## src/rtl/potential_field_steering_macros.svh

```systemverilog
// Assertion helpers, clocked on i_clk and off while i_rst_n is low.
`ifndef POTENTIAL_FIELD_STEERING_MACROS_SVH
`define POTENTIAL_FIELD_STEERING_MACROS_SVH

`define PFS_ASSERT_IMP(lbl, ante, cons, msg) \
    lbl: assert property (@(posedge i_clk) disable iff (!i_rst_n) (ante) |-> (cons)) \
        else $error(msg);

`define PFS_ASSERT_NXT(lbl, ante, cons, msg) \
    lbl: assert property (@(posedge i_clk) disable iff (!i_rst_n) (ante) |=> (cons)) \
        else $error(msg);

`endif

```

## src/rtl/pfs_pkg.sv

```systemverilog
`default_nettype none
package pfs_pkg;
    localparam int MAX_RAYS   = 1024;
    localparam int RAY_W      = $clog2(MAX_RAYS);
    localparam int TRIG_BITS  = 16;
    localparam int TRIG_SHIFT = 30 - TRIG_BITS;
    localparam int TRIG_W     = TRIG_BITS + 1;
    localparam int QDEPTH     = 2;
    localparam int QPTR_W     = $clog2(QDEPTH);
    localparam int QCNT_W     = $clog2(QDEPTH + 1);

    localparam logic [15:0] BAM_QUARTER = 16'h4000;
    localparam logic [15:0] BAM_HALF    = 16'h8000;

    localparam logic [1:0] CLS_NONE = 2'd0;
    localparam logic [1:0] CLS_REP  = 2'd1;
    localparam logic [1:0] CLS_ATT  = 2'd2;

    localparam logic [2:0] CFG_THR_LO    = 3'd0;
    localparam logic [2:0] CFG_THR_HI    = 3'd1;
    localparam logic [2:0] CFG_REP_OFF   = 3'd2;
    localparam logic [2:0] CFG_REP_SLOPE = 3'd3;
    localparam logic [2:0] CFG_ATT_SLOPE = 3'd4;
    localparam logic [2:0] CFG_SCANS     = 3'd5;
    localparam logic [2:0] CFG_ANG_START = 3'd6;
    localparam logic [2:0] CFG_ANG_STEP  = 3'd7;

    localparam logic signed [31:0] SIN_SEED  = -32'sd3864;
    localparam logic signed [31:0] ATAN_SEED = 32'sd7823447;

    typedef struct packed {
        logic [15:0] range_reading;
        logic        reading_valid;
        logic        last_ray;
    } t_in;

    typedef struct packed {
        logic [14:0]        steer_cdeg;
        logic signed [15:0] bearing_cdeg;
    } t_out;

    typedef struct packed {
        logic [15:0] threshold_low;
        logic [15:0] threshold_high;
        logic [15:0] repulsive_offset;
        logic [15:0] repulsive_slope;
        logic [15:0] attractive_slope;
        logic [7:0]  scans_per_result;
        logic [15:0] angle_start;
        logic [15:0] angle_step;
    } t_cfg;

    typedef struct packed {
        logic [15:0] range;
        logic [1:0]  cls;
        logic [15:0] ang;
        logic        last;
    } t_ray;

    typedef struct packed {
        logic full;
        logic empty;
    } t_qstat;

    function automatic logic signed [31:0] sin_coef(input logic [3:0] k);
        logic signed [31:0] c;
        unique case (k)
            4'd0:    c = 32'sd172272;
            4'd1:    c = -32'sd5026994;
            4'd2:    c = 32'sd85569306;
            4'd3:    c = -32'sd693598669;
            default: c = 32'sd1686629713;
        endcase
        return c;
    endfunction

    function automatic logic signed [31:0] atan_coef(input logic [3:0] k);
        logic signed [31:0] c;
        unique case (k)
            4'd0:    c = -32'sd31966898;
            4'd1:    c = 32'sd67641796;
            4'd2:    c = -32'sd124025355;
            default: c = 32'sd375443304;
        endcase
        return c;
    endfunction

    // arithmetic shift right, rounding toward zero
    function automatic logic signed [67:0] trunc_shr(input logic signed [67:0] v,
                                                     input int unsigned sh);
        logic signed [67:0] bias;
        bias = v[67] ? ((68'sd1 <<< sh) - 68'sd1) : 68'sd0;
        return (v + bias) >>> sh;
    endfunction
endpackage
`default_nettype wire

```

## src/rtl/pfs_front.sv

```systemverilog
`default_nettype none
module pfs_front (
    input  wire logic           i_clk,
    input  wire logic           i_rst_n,
    input  wire pfs_pkg::t_cfg  i_cfg,
    input  wire logic           i_push,
    input  wire pfs_pkg::t_in   i_in,
    input  wire pfs_pkg::t_qstat i_qstat,
    output logic                o_q_push,
    output pfs_pkg::t_ray       o_ray,
    output logic                o_full
);
    logic [pfs_pkg::RAY_W-1:0]    r_ray_idx;
    logic [pfs_pkg::RAY_W+15:0]   ang_prod;
    logic                         accept;

    assign accept   = i_push && !i_qstat.full;
    assign o_full   = i_qstat.full;
    assign o_q_push = accept;
    assign ang_prod = i_cfg.angle_step * r_ray_idx;

    always_comb begin
        o_ray.range = i_in.range_reading;
        o_ray.last  = i_in.last_ray;
        o_ray.ang   = i_cfg.angle_start + ang_prod[15:0];
        if (!i_in.reading_valid) begin
            o_ray.cls = pfs_pkg::CLS_NONE;
        end else if (i_in.range_reading < i_cfg.threshold_low) begin
            o_ray.cls = pfs_pkg::CLS_REP;
        end else if (i_in.range_reading > i_cfg.threshold_high) begin
            o_ray.cls = pfs_pkg::CLS_ATT;
        end else begin
            o_ray.cls = pfs_pkg::CLS_NONE;
        end
    end

    always_ff @(posedge i_clk) begin
        if (!i_rst_n) begin
            r_ray_idx <= '0;
        end else if (accept) begin
            if (i_in.last_ray) begin
                r_ray_idx <= '0;
            end else if (r_ray_idx != pfs_pkg::RAY_W'(pfs_pkg::MAX_RAYS - 1)) begin
                r_ray_idx <= r_ray_idx + 1'b1;
            end
        end
    end
endmodule
`default_nettype wire

```

## config.mk

```make
export PLATFORM = sky130hd
export DESIGN_NAME = pfs_front
export DESIGN_NICKNAME = d
export VERILOG_FILES = /design/src/rtl/potential_field_steering_macros.svh /design/src/rtl/pfs_pkg.sv /design/src/rtl/pfs_front.sv
export SDC_FILE = /design/constraint.sdc
export NUM_CORES = 1
export LEC_CHECK = 0
export BUFFER_PORTS_ARGS = -buffer_cell sky130_fd_sc_hd__buf_2
export CAP_MARGIN = 20
export CORE_MARGIN = 5
export CORE_UTILIZATION = 53
export DETAILED_ROUTE_END_ITERATION = 6
export PLACE_DENSITY_LB_ADDON = 0.3
export SLEW_MARGIN = 10
export SYNTH_ARGS = -nofsm -noshare
export SYNTH_HDL_FRONTEND = slang
export SYNTH_SLANG_ARGS = --single-unit
```

## constraint.sdc

```tcl
create_clock -name i_clk -period 6.35 [get_ports i_clk]
set_input_delay 0.3175 -clock i_clk [delete_from_list [all_inputs] [get_ports i_clk]]
set_output_delay 0.3175 -clock i_clk [all_outputs]
set_load 0.03 [all_outputs]
```

Word level (Yosys, flattened, before mapping) --
Cells that the tools add are included.
Word-level totals: register bits 10, bits of input ports 143, output and inout port bits 37, word-level logic and storage cells 16
Operators by class: $add $sub $neg 2, multiply operators 1, $lt $le $gt $ge 2, equality and inequality tests 1, mux-type cells 5, reduce and logical (&&, ||, !) cells 4
Operators by type and width (number):
- 10-bit two-way mux | 2
- 16-bit adder | 1
- 16-bit greater-than comparator | 1
- 16-bit less-than comparator | 1
- 16-bit by 10-bit multiplier with 16-bit output | 1
- 10-bit by 1-bit adder with 10-bit output (second input constant) | 1
- 10-bit inequality test (second input constant) | 1
- 2-bit two-way mux | 3
- 2-bit AND reduction | 1
- 2-bit nonzero test | 1
- 1-bit logical AND | 1
- 1-bit logical NOT | 1

Depth between registers and ports, before layout --
word-level depth 4, gate-level depth with buffers 20, depth with buffers taken out 18

Worst setup path before layout --
No wires, ideal clock.
path kind reg-to-output, from register r_ray_idx[2] (netlist name), to output o_ray[16] (netlist name), data arrival time 5.683 ns, data required time 6.032 ns, slack 0.350 ns, stages on the path, launching flop included 20, path buffers 2, cell sequence dfxtp_1 clkbuf_1 clkbuf_1 nand2_1 fa_1 inv_1 fa_1 inv_1 fa_1 inv_1 fa_1 inv_1 fa_1 inv_1 ha_1 or3_1 or4_4 a31oi_4 o31ai_1 xnor2_1
RTL lines:
- from (decl) | line pfs_front.sv:13 | logic [pfs_pkg::RAY_W-1:0] r_ray_idx;
- from (signal assigned) | line pfs_front.sv:44 | r_ray_idx <= r_ray_idx + 1'b1;
- to (decl) | line pfs_front.sv:10 | output pfs_pkg::t_ray o_ray,

==> results.tsv <==
metric	value	unit
endpoints failing hold	0	
Crit path arrival time	5.47	ns
Buf+Inv Stages, Crit Path	6	
setup TNS	0	ns
Worst-Skew Late Latency	0.23	ns
Port Buffers	122	
top post-synthesis cells by area	fa_1 (33%), ha_1 (16%), inv_1 (11%)	
Largest regs	r_ray_idx: 10 flops	
Clock Skews	0.00400	ns
most flop-heavy register	r_ray_idx	
Core Box Area	9280	µm²
WHS Path Cells	2	
commonest cells after routing, fill and taps aside	inv_1 (148), buf_2 (122), nand2_1 (89)	
Largest register FFs	10	
PD cells	64.2	nW/µm²
Yosys top cell by area	fa_1	
worst-margin pin slew	0.713	ns
via count	4259	
VDD IR max	105	µV
initial antenna violation count	0	
layout cells sized above 1	18.6	%
cell family with most CP delay	adder cells	
Worst R2R Path Depth	7	
H-tree level count	1	
final period utilization	91.2	%
Row Count	35	
HP Class	input port to flip-flop	
critical path startpoint category	flip-flop	
CP Class	flip-flop to output port	
overall die area	11600	µm²
leak pwr	3.02	nW
Synth cell types	39	
Worst Path Required	6.03	ns
clk buf depth	2	
Post-DP HPWL	9.85	mm
# diodes	0	
largest net degree at the start of global routing	21	
worst hold slack	0.337	ns
#FFs+latches synth	10	
Max Freq	0.173	GHz
Max Cap Viol	0	
Worst slew margin	52.4	%
CTS buffer count	3	
Syn Inst Count	626	
Critical Path End Type	output port	
fill cell count	840	
cts hold-fix bufs	0	
Remaining DRCs	0	
YS warnings	0	
CTS tree	yes	
gr ovfl total	0	
crit-path cells	nand2_1 > fa_1 > inv_1 > fa_1 > inv_1 > fa_1 > inv_1 > fa_1 > inv_1 > fa_1 > inv_1 > ha_1 > or3_1 > or4_4 > a31oi_4 > o31ai_1 > xnor2_1 > buf_2	
Nets	1013	
Period minus WS final	5.79	ns
io pins	180	
CTS root buf	clkbuf_8	
synthesized area per cell	8.09	µm²
final wirelength	11.2	mm
Cell Area, Synth	5060	µm²
status	finished, final reports clean	
RR Endpoint	r_ray_idx[8]	
Die H	108	µm
fin util	61.6	%
routability-driven placement congestion ratio	0.864	
crit-path max cell delay	0.55	ns
HP Start	i_rst_n	
number of global-route vias before repair	4478	
Area growth syn-to-layout	12.9	%
First-pass DRT Iterations	4	
Seq/Total Area, Yosys	3.95	%
Reg2Reg Setup Slack	4.15	ns
setup violators final	0	
Starting DRT DRC Count	165	
Synth top area share	33.2	%
crit-path max FO	5	
Clk pin slew, worst setup/hold paths	0.04	ns
Hold Path End	r_ray_idx[0]	
CP max stage cell	fa_1	
Die Width	108	µm
RSZ-0062 raised after global routing	false	
number of clock sinks	10	
Post-Syn Nets	919	
CTS resizes	0	
initial core utilization	54.6	%
Routed wire per std cell	13.3	µm
total setup buffers inserted after CTS	0	
first-pass GRT wire length	19.6	mm
post-route ant nets	0	
DR vias/cell	5.02	
Final Max Tran Viols	0	
R2R Path Start	r_ray_idx[0]	
most common cell after layout, fill and taps aside	inv_1	
total track usage	20.5	%
## worst max-delay path by stage
stage,cells past startpoint,start,end
finish,18,r_ray_idx[1],o_ray[16]
global route,18,r_ray_idx[6],o_ray[16]
CTS,18,r_ray_idx[1],o_ray[16]
detailed placement,19,i_cfg[7],o_ray[16]
global placement,19,i_cfg[7],o_ray[16]
floorplan,19,r_ray_idx[2],o_ray[16]
## cells by family after synthesis
kind of cell	synth area share, %
buffers and inverters	15.1
AND/OR/NAND/NOR	17.3
adder cells (fa/ha/maj)	49.5
AO/OA/AOI/OAI	7.83
XOR/XNOR	6.05
flip-flops	3.95
multiplexers	0.198
## power breakdown
group / leakage, nW / internal, W / switching, W
Clock: 0.0288 / 0.0000544 / 0.0000235
Sequential: 0.0806 / 0.0000633 / 0.00000185
Combinational: 2.91 / 0.0000877 / 0.000136
Total: 3.02 / 0.000205 / 0.000162
## Yosys cell counts
master / number
nor2b_1: 3
or3_1: 3
a21o_1: 13
a21boi_1: 1
o2111ai_1: 1
o31ai_1: 1
o21ai_0: 8
fa_1: 84
xnor2_1: 25
nor3_1: 2
o21ai_1: 5
o221a_1: 1
a2111oi_0: 1
o21a_1: 5
a211oi_1: 4
nand4b_1: 1
or4_1: 1
a31oi_4: 1
ha_1: 66
inv_1: 148
o31a_1: 3
nand2b_1: 2
nand3b_1: 2
nand2_1: 89
buf_4: 18
mux2i_1: 1
and2_1: 40
or2_1: 1
a21oi_1: 15
nand3_1: 4
clkbuf_1: 20
nor4_1: 2
dfxtp_1: 10
and3_1: 2
xor2_1: 10
nor2_1: 24
or4_4: 1
nand4_1: 7
or2_2: 1
## stage by stage
stage	cells	power, W	instance area [µm²]	setup slack [ns]
after CTS	848	0.000371	5720	0.510
final	848	0.000367	5720	0.559
after floorplan	626	0.000223	5060	0.350
after global routing	848	0.000402	5720	0.286
after detailed placement	844	0.000293	5660	0.552
after global placement	844	0.000284	5660	0.638
## area by class of cell
cell class | count | area [µm²] | share of cell area, %
inverters | 148 | 556 | 9.71
multi-input cells | 430 | 4100 | 71.7
repair buffers | 127 | 648 | 11.3
clock buffers | 4 | 55.1 | 0.963
well taps | 129 | 161 | 2.82
flip-flops and latches | 10 | 200 | 3.50
## metal layers
metal	track usage, %	share of wire (%)
met2	38.9	53
met3	1.98	6.7
met4	3.07	1.0
met5	0	0
met1	25.3	39
(Power assumes the default switching activity.)
