## src/rtl/potential_field_steering_macros.svh

```systemverilog
// Assertion helpers, clocked on i_clk and off while i_rst_n is low.
`ifndef POTENTIAL_FIELD_STEERING_MACROS_SVH
`define POTENTIAL_FIELD_STEERING_MACROS_SVH

`define PFS_ASSERT_IMP(lbl, ante, cons, msg) \
    lbl: assert property (@(posedge i_clk) disable iff (!i_rst_n) (ante) |-> (cons)) \
        else $error(msg);

`define PFS_ASSERT_NXT(lbl, ante, cons, msg) \
    lbl: assert property (@(posedge i_clk) disable iff (!i_rst_n) (ante) |=> (cons)) \
        else $error(msg);

`endif

```

## src/rtl/pfs_pkg.sv

```systemverilog
`default_nettype none
package pfs_pkg;
    localparam int MAX_RAYS   = 1024;
    localparam int RAY_W      = $clog2(MAX_RAYS);
    localparam int TRIG_BITS  = 16;
    localparam int TRIG_SHIFT = 30 - TRIG_BITS;
    localparam int TRIG_W     = TRIG_BITS + 1;
    localparam int QDEPTH     = 2;
    localparam int QPTR_W     = $clog2(QDEPTH);
    localparam int QCNT_W     = $clog2(QDEPTH + 1);

    localparam logic [15:0] BAM_QUARTER = 16'h4000;
    localparam logic [15:0] BAM_HALF    = 16'h8000;

    localparam logic [1:0] CLS_NONE = 2'd0;
    localparam logic [1:0] CLS_REP  = 2'd1;
    localparam logic [1:0] CLS_ATT  = 2'd2;

    localparam logic [2:0] CFG_THR_LO    = 3'd0;
    localparam logic [2:0] CFG_THR_HI    = 3'd1;
    localparam logic [2:0] CFG_REP_OFF   = 3'd2;
    localparam logic [2:0] CFG_REP_SLOPE = 3'd3;
    localparam logic [2:0] CFG_ATT_SLOPE = 3'd4;
    localparam logic [2:0] CFG_SCANS     = 3'd5;
    localparam logic [2:0] CFG_ANG_START = 3'd6;
    localparam logic [2:0] CFG_ANG_STEP  = 3'd7;

    localparam logic signed [31:0] SIN_SEED  = -32'sd3864;
    localparam logic signed [31:0] ATAN_SEED = 32'sd7823447;

    typedef struct packed {
        logic [15:0] range_reading;
        logic        reading_valid;
        logic        last_ray;
    } t_in;

    typedef struct packed {
        logic [14:0]        steer_cdeg;
        logic signed [15:0] bearing_cdeg;
    } t_out;

    typedef struct packed {
        logic [15:0] threshold_low;
        logic [15:0] threshold_high;
        logic [15:0] repulsive_offset;
        logic [15:0] repulsive_slope;
        logic [15:0] attractive_slope;
        logic [7:0]  scans_per_result;
        logic [15:0] angle_start;
        logic [15:0] angle_step;
    } t_cfg;

    typedef struct packed {
        logic [15:0] range;
        logic [1:0]  cls;
        logic [15:0] ang;
        logic        last;
    } t_ray;

    typedef struct packed {
        logic full;
        logic empty;
    } t_qstat;

    function automatic logic signed [31:0] sin_coef(input logic [3:0] k);
        logic signed [31:0] c;
        unique case (k)
            4'd0:    c = 32'sd172272;
            4'd1:    c = -32'sd5026994;
            4'd2:    c = 32'sd85569306;
            4'd3:    c = -32'sd693598669;
            default: c = 32'sd1686629713;
        endcase
        return c;
    endfunction

    function automatic logic signed [31:0] atan_coef(input logic [3:0] k);
        logic signed [31:0] c;
        unique case (k)
            4'd0:    c = -32'sd31966898;
            4'd1:    c = 32'sd67641796;
            4'd2:    c = -32'sd124025355;
            default: c = 32'sd375443304;
        endcase
        return c;
    endfunction

    // arithmetic shift right, rounding toward zero
    function automatic logic signed [67:0] trunc_shr(input logic signed [67:0] v,
                                                     input int unsigned sh);
        logic signed [67:0] bias;
        bias = v[67] ? ((68'sd1 <<< sh) - 68'sd1) : 68'sd0;
        return (v + bias) >>> sh;
    endfunction
endpackage
`default_nettype wire

```

## src/rtl/pfs_queue.sv

```systemverilog
`default_nettype none
module pfs_queue (
    input  wire logic           i_clk,
    input  wire logic           i_rst_n,
    input  wire logic           i_push,
    input  wire pfs_pkg::t_ray  i_ray,
    input  wire logic           i_pop,
    output pfs_pkg::t_ray       o_ray,
    output pfs_pkg::t_qstat     o_stat
);
    pfs_pkg::t_ray                  r_mem [pfs_pkg::QDEPTH];
    logic [pfs_pkg::QPTR_W-1:0]     r_wr;
    logic [pfs_pkg::QPTR_W-1:0]     r_rd;
    logic [pfs_pkg::QCNT_W-1:0]     r_cnt;
    logic                           do_push;
    logic                           do_pop;

    assign o_stat.full  = (r_cnt == pfs_pkg::QCNT_W'(pfs_pkg::QDEPTH));
    assign o_stat.empty = (r_cnt == '0);
    assign do_push      = i_push && !o_stat.full;
    assign do_pop       = i_pop && !o_stat.empty;
    assign o_ray        = r_mem[r_rd];

    always_ff @(posedge i_clk) begin
        if (do_push) begin
            r_mem[r_wr] <= i_ray;
        end
    end

    always_ff @(posedge i_clk) begin
        if (!i_rst_n) begin
            r_wr  <= '0;
            r_rd  <= '0;
            r_cnt <= '0;
        end else begin
            if (do_push) begin
                r_wr <= r_wr + 1'b1;
            end
            if (do_pop) begin
                r_rd <= r_rd + 1'b1;
            end
            if (do_push && !do_pop) begin
                r_cnt <= r_cnt + 1'b1;
            end else if (do_pop && !do_push) begin
                r_cnt <= r_cnt - 1'b1;
            end
        end
    end
endmodule
`default_nettype wire

```

## config.mk

```make
export PLATFORM = sky130hd
export DESIGN_NAME = pfs_queue
export DESIGN_NICKNAME = d
export VERILOG_FILES = /design/src/rtl/potential_field_steering_macros.svh /design/src/rtl/pfs_pkg.sv /design/src/rtl/pfs_queue.sv
export SDC_FILE = /design/constraint.sdc
export NUM_CORES = 1
export LEC_CHECK = 0
export BUFFER_PORTS_ARGS = -buffer_cell sky130_fd_sc_hd__buf_2
export CAP_MARGIN = 0
export CORE_AREA = 2 2 82 84
export DETAILED_ROUTE_END_ITERATION = 8
export DIE_AREA = 0 0 84 86
export MAX_ROUTING_LAYER = met4
export PLACE_DENSITY = 0.67
export REMOVE_ABC_BUFFERS = 1
export SLEW_MARGIN = 20
export SYNTH_ARGS = -nofsm -noshare
export SYNTH_HDL_FRONTEND = slang
export SYNTH_SLANG_ARGS = --single-unit
```

## constraint.sdc

```tcl
create_clock -name i_clk -period 5.6 [get_ports i_clk]
set_input_delay 1.12 -clock i_clk [delete_from_list [all_inputs] [get_ports i_clk]]
set_output_delay 1.12 -clock i_clk [all_outputs]
set_load 0.05 [all_outputs]
```

**Word-level counts from Yosys, hierarchy flattened**

Memories as Yosys holds them, arrays and structs flattened. A register that Yosys moved wholly into a read port is not among the register bits.
Index checks and enable logic that the tools add are counted.

- Eq/ne operators: 1
- Muxes and demuxes: 6
- Reductions and logical operators: 10
- Add/subtract/negate cells: 4

Operators with widths:

| cell | number |
|---|---|
| $logic_and A1 B1 Y1 | 4 |
| $logic_not A1 Y1 | 4 |
| $mux W1 | 4 |
| $mux W2 | 2 |
| $add A1 B1 Y1 const B | 2 |
| $add A2 B1 Y2 const B | 1 |
| $eq A2 B2 Y1 const B | 1 |
| $logic_not A2 Y1 | 1 |
| $reduce_bool A2 Y1 | 1 |
| $sub A2 B1 Y2 const B | 1 |

- Input bits: 39
- Memories kept: 1
- Output and inout port bits: 37
- Flip-flop bits (word level): 4
- Memory bits (writable): 70
- Word-level logic and storage cells: 25

Memories:

| memory | words | bits a word | rd ports | clocked after Yosys merged registers in | write ports | line | text |
|---|---|---|---|---|---|---|---|
| r_mem | 2 | 35 | 1 | 1 | 1 | pfs_queue.sv:11 | `pfs_pkg::t_ray r_mem [pfs_pkg::QDEPTH];` |

**Depth between registers and ports, before layout**

- Depth in word-level cells: 7
- Mapped depth: 7
- Depth with buffers taken out: 7

**Worst setup path before layout**

No wires, ideal clock.

- Kind: input to register
- Start: input port i_push
- End: memory r_mem[0][0] (netlist name), enable pin
- Required time: 5.177 ns
- Buffers on the path: 0
- Library setup time: 0.423 ns
- Arrival time: 2.609 ns
- Setup slack: 2.568 ns
- Stages: 2
- Cell sequence: inv_1 nor3_2

- Longest elaborated chain between the ends: 3

Ends and longest elaborated chain:

| element | line | text |
|---|---|---|
| start, declared | pfs_queue.sv:5 | `input wire logic i_push,` |
| $logic_and A1 B1 Y1 | pfs_queue.sv:20 | `assign do_push = i_push && !o_stat.full;` |
| $mux W1 | pfs_queue.sv:25 | `if (do_push) begin` |
| $mux W1 (implied by the code) | pfs_queue.sv:26 | `r_mem[r_wr] <= i_ray;` |
| end, declared | pfs_queue.sv:11 |  |

No other way between the ends.

==> results.txt <==
----------------------------------------------------
[Place]
  Dpl hpwl ... 2.90 mm
  Weighted congestion at the end of routability-driven global placement ... 0.682
  Area of placed instances ... 3220 um2
  Setup Slack @ Placement ... 2.94 ns
  Port Buffers ... 75

[Timing]
  Period minus WS final ... 2.97 ns
  Highest Clock Rate ... ~0.34 GHz
  Tightest slew margin relative to the limit ... 43.7%
  RSZ-0062 raised after global routing ... false
  Final Hold Violating Endpoints ... 0
  Final Slew Violations ... 0
  Setup Total Neg Slack ... 0 ns
  # setup viols final ... 0
  Actual transition at the worst max-transition pin ... 0.844 ns
  Period utilisation layout ... 53.1%
  Worst clock skew ... 0.0103 ns
  Setup ws final ... 2.63 ns

[Layout]
  Area used by multi-input combinational logic ... 528 um2
  Proportion of layout cells with a drive suffix above 1 ... 56.6%
  Number of inserted filler cells in the final layout ... 530
  Area growth from synthesis to layout ... 23.0%
  Inserted Diodes ... 0
  Sequential cell area in the final layout ... 2200 um2
  Post-layout net count ... 257
  Final instance area ... 3390 um2

[Clocking]
  Postcts setup bufs ... 0
  Hold-fix buffers at CTS ... 0
  CTS tree ... done
  Clock slew seen by the registers of the worst setup and hold paths ... 0.07 ns
  Count of instances resized after the clock tree is built ... 0
  Sink count of the clock tree ... 75
  H-tree Lvls ... 3
  Worst skew pair latency ... 0.34 ns
  Root buf cell ... sky130_fd_sc_hd__clkbuf_8
  Cts bufs inserted ... 9
  Number of buffers on the longest clock path ... 2

[GRT]
  Aggregate global-route resource usage ... 14.0%
  Maximum number of pins on one net before global-route repair ... 36
  Grt ovf ... 0
  Vias in the first global route ... 1454
  Initial antenna violation count ... 0
  Global-route wire length before repair ... 7.14 mm

[Pwr]
  Worst supply voltage drop on vdd ... 0.367 mV
  Power after layout ... 1760 uW
  Leak pwr ... 0.00127 uW
  Pwr Density ... 520 nW/um2

[Floorplan]
  X dimension of the die ... roughly 84 um
  Floorplan row count ... 29
  Area enclosed by the die boundary ... just over 7000 um2
  Area of the placeable core ... 6280 um2
  Number of I/O pins ... 76
  Starting density of the core ... 43.9%
  Die extent in y ... about 86 um

[Min path]
  Number of cells on the worst hold path ... 2
  Worst Hold Class ... register to register

[Synth]
  Distinct cell type count after synthesis ... 21
  Sequential area share after synthesis ... roughly 80%
  Count of warnings emitted by yosys ... 0
  Register bit total from synthesis ... 75
  Synthesized cell area ... 2760 um2
  Synth Instances ... 134
  Mapped Avg Cell Area ... between 20 and 25 um2

[Critical path]
  Largest fanout of any net on the critical path ... 35
  Highest cell delay on the worst timing path ... 0.87 ns
  Critical Path End Type ... primary output
  Arrival time at the worst endpoint ... 1.85 ns
  Setup CP Type ... register to primary output
  Cells on worst reg2reg path ... 2
  Master of the slowest instance on the critical path ... sky130_fd_sc_hd__dfxtp_2
  Ordered cell list for the critical path ... mux2_2 > buf_2
  Required time of the critical path ... 4.48 ns
  Crit start category ... register

[Route]
  Antenna violation net count after detailed routing ... 0
  Routed wire per std cell ... 15.3 um
  Total iterations of the first detailed-routing run ... 4
  Post-Route WL ... 4.57 mm
  Number of DRC violations after detailed-routing iteration 0 ... 66
  Vias after detailed routing ... between 1000 and 1500
  Residual DRC count ... 0
  Average via count per standard cell ... 4.79

[Run status]
  Result of the run ... finished, final reports clean

[Job]
  Maxcap violations ... 0

----------------------------------------------------
-- flip-flops by register name, indices dropped and copies added, names as in the netlist, named ones only --
register  count
r_mem        70
r_wr          1
r_rd          1
r_cnt         2
-- routing by layer --
metal | global-route usage [%] | share of wire [%] | vias to the layer above
met2 | 20.7 | 49 | 60
met4 | 6.16 | 0.55 | 0
met1 | 16.9 | 43 | 681
met3 | 5.87 | 7.3 | 2
met5 | - | 0 | -
li1 | - | - | 685
-- cell usage after synthesis --
cell,instances,area [um2]
sky130_fd_sc_hd__edfxtp_1,70,2100
sky130_fd_sc_hd__mux2_2,35,394
sky130_fd_sc_hd__dfxtp_1,5,100
sky130_fd_sc_hd__and2_1,3,18.8
sky130_fd_sc_hd__buf_4,3,22.5
sky130_fd_sc_hd__nor2_1,2,7.51
sky130_fd_sc_hd__xnor2_1,2,17.5
sky130_fd_sc_hd__a21boi_0,1,7.51
sky130_fd_sc_hd__a21boi_1,1,7.51
sky130_fd_sc_hd__and3_1,1,6.26
sky130_fd_sc_hd__buf_2,1,5.00
sky130_fd_sc_hd__ha_1,1,12.5
sky130_fd_sc_hd__inv_1,1,3.75
sky130_fd_sc_hd__inv_2,1,3.75
sky130_fd_sc_hd__nand2b_1,1,6.26
sky130_fd_sc_hd__nor3_2,1,10.0
sky130_fd_sc_hd__o21a_1,1,7.51
sky130_fd_sc_hd__o21ai_0,1,5.00
sky130_fd_sc_hd__o21ai_1,1,5.00
sky130_fd_sc_hd__or3_1,1,6.26
sky130_fd_sc_hd__xor2_1,1,8.76
-- layout by cell type, fill, tap and decap left out, drive strengths merged --
cell / instances
and3: 1
o21ai: 2
ha: 1
dfxtp: 5
clkinv: 4
or3: 1
xor2: 1
buf: 76
nor3: 1
nand2b: 1
bufinv: 1
nor2: 2
and2: 3
edfxtp: 70
a21boi: 2
o21a: 1
clkbuf: 10
inv: 2
xnor2: 2
mux2: 35
-- worst max-delay path: cells and delay by family (launching register included) --
family	cells	cell delay, ns
multiplexers	1	0.43
flip-flops	1	0.87
buffers and inverters	1	0.21
-- metrics by stage --
step,utilization [%],hold WS [ns],instances
global placement,51.3,0.507,283
finish,54.0,0.547,298
floorplan,-,0.483,130
detailed placement,51.3,0.535,283
CTS,54.0,0.546,298
global route,54.0,0.567,298
-- power by group --
part           internal, uW  switching [uW]
combinational           185             441
clock                   198             175
sequential              707            58.2
total                  1090             674
-- path summary, 6_finish.rpt --
| check | slack, ns | startpoint | to |
|---|---|---|---|
| worst max-delay path | 2.63 | register | o_ray[27] |
| worst min-delay path | 0.55 | r_cnt[1] | r_cnt[1] |
| worst max register to register | 3.82 | r_cnt[0] | r_mem[1][5] |
| worst min register to register | 0.55 | r_cnt[1] | r_cnt[1] |
-- cell families (layout without fill, tap and decap cells) --
group           Yosys count  after routing  synth area share (%)
compound gates            5              5                  1.18
xor+xnor                  3              3                 0.953
fa+ha+maj                 1              1                 0.454
buf+inv                   6             93                  1.27
flops                    75             75                  79.9
mux                      35             35                  14.3
simple gates              9              9                  2.00
-- layout make-up --
| cell class | count | area share (%) |
|---|---|---|
| Inverter | 2 | 0.221 |
| Clock buffer | 10 | 3.76 |
| Timing Repair Buffer | 76 | 11.3 |
| Clock inverter | 5 | 1.33 |
| Multi-Input combinational cell | 53 | 15.6 |
| Sequential cell | 75 | 65.0 |
| Tap cell | 77 | 2.84 |
Note: power is estimated with default switching activity, not from simulation.
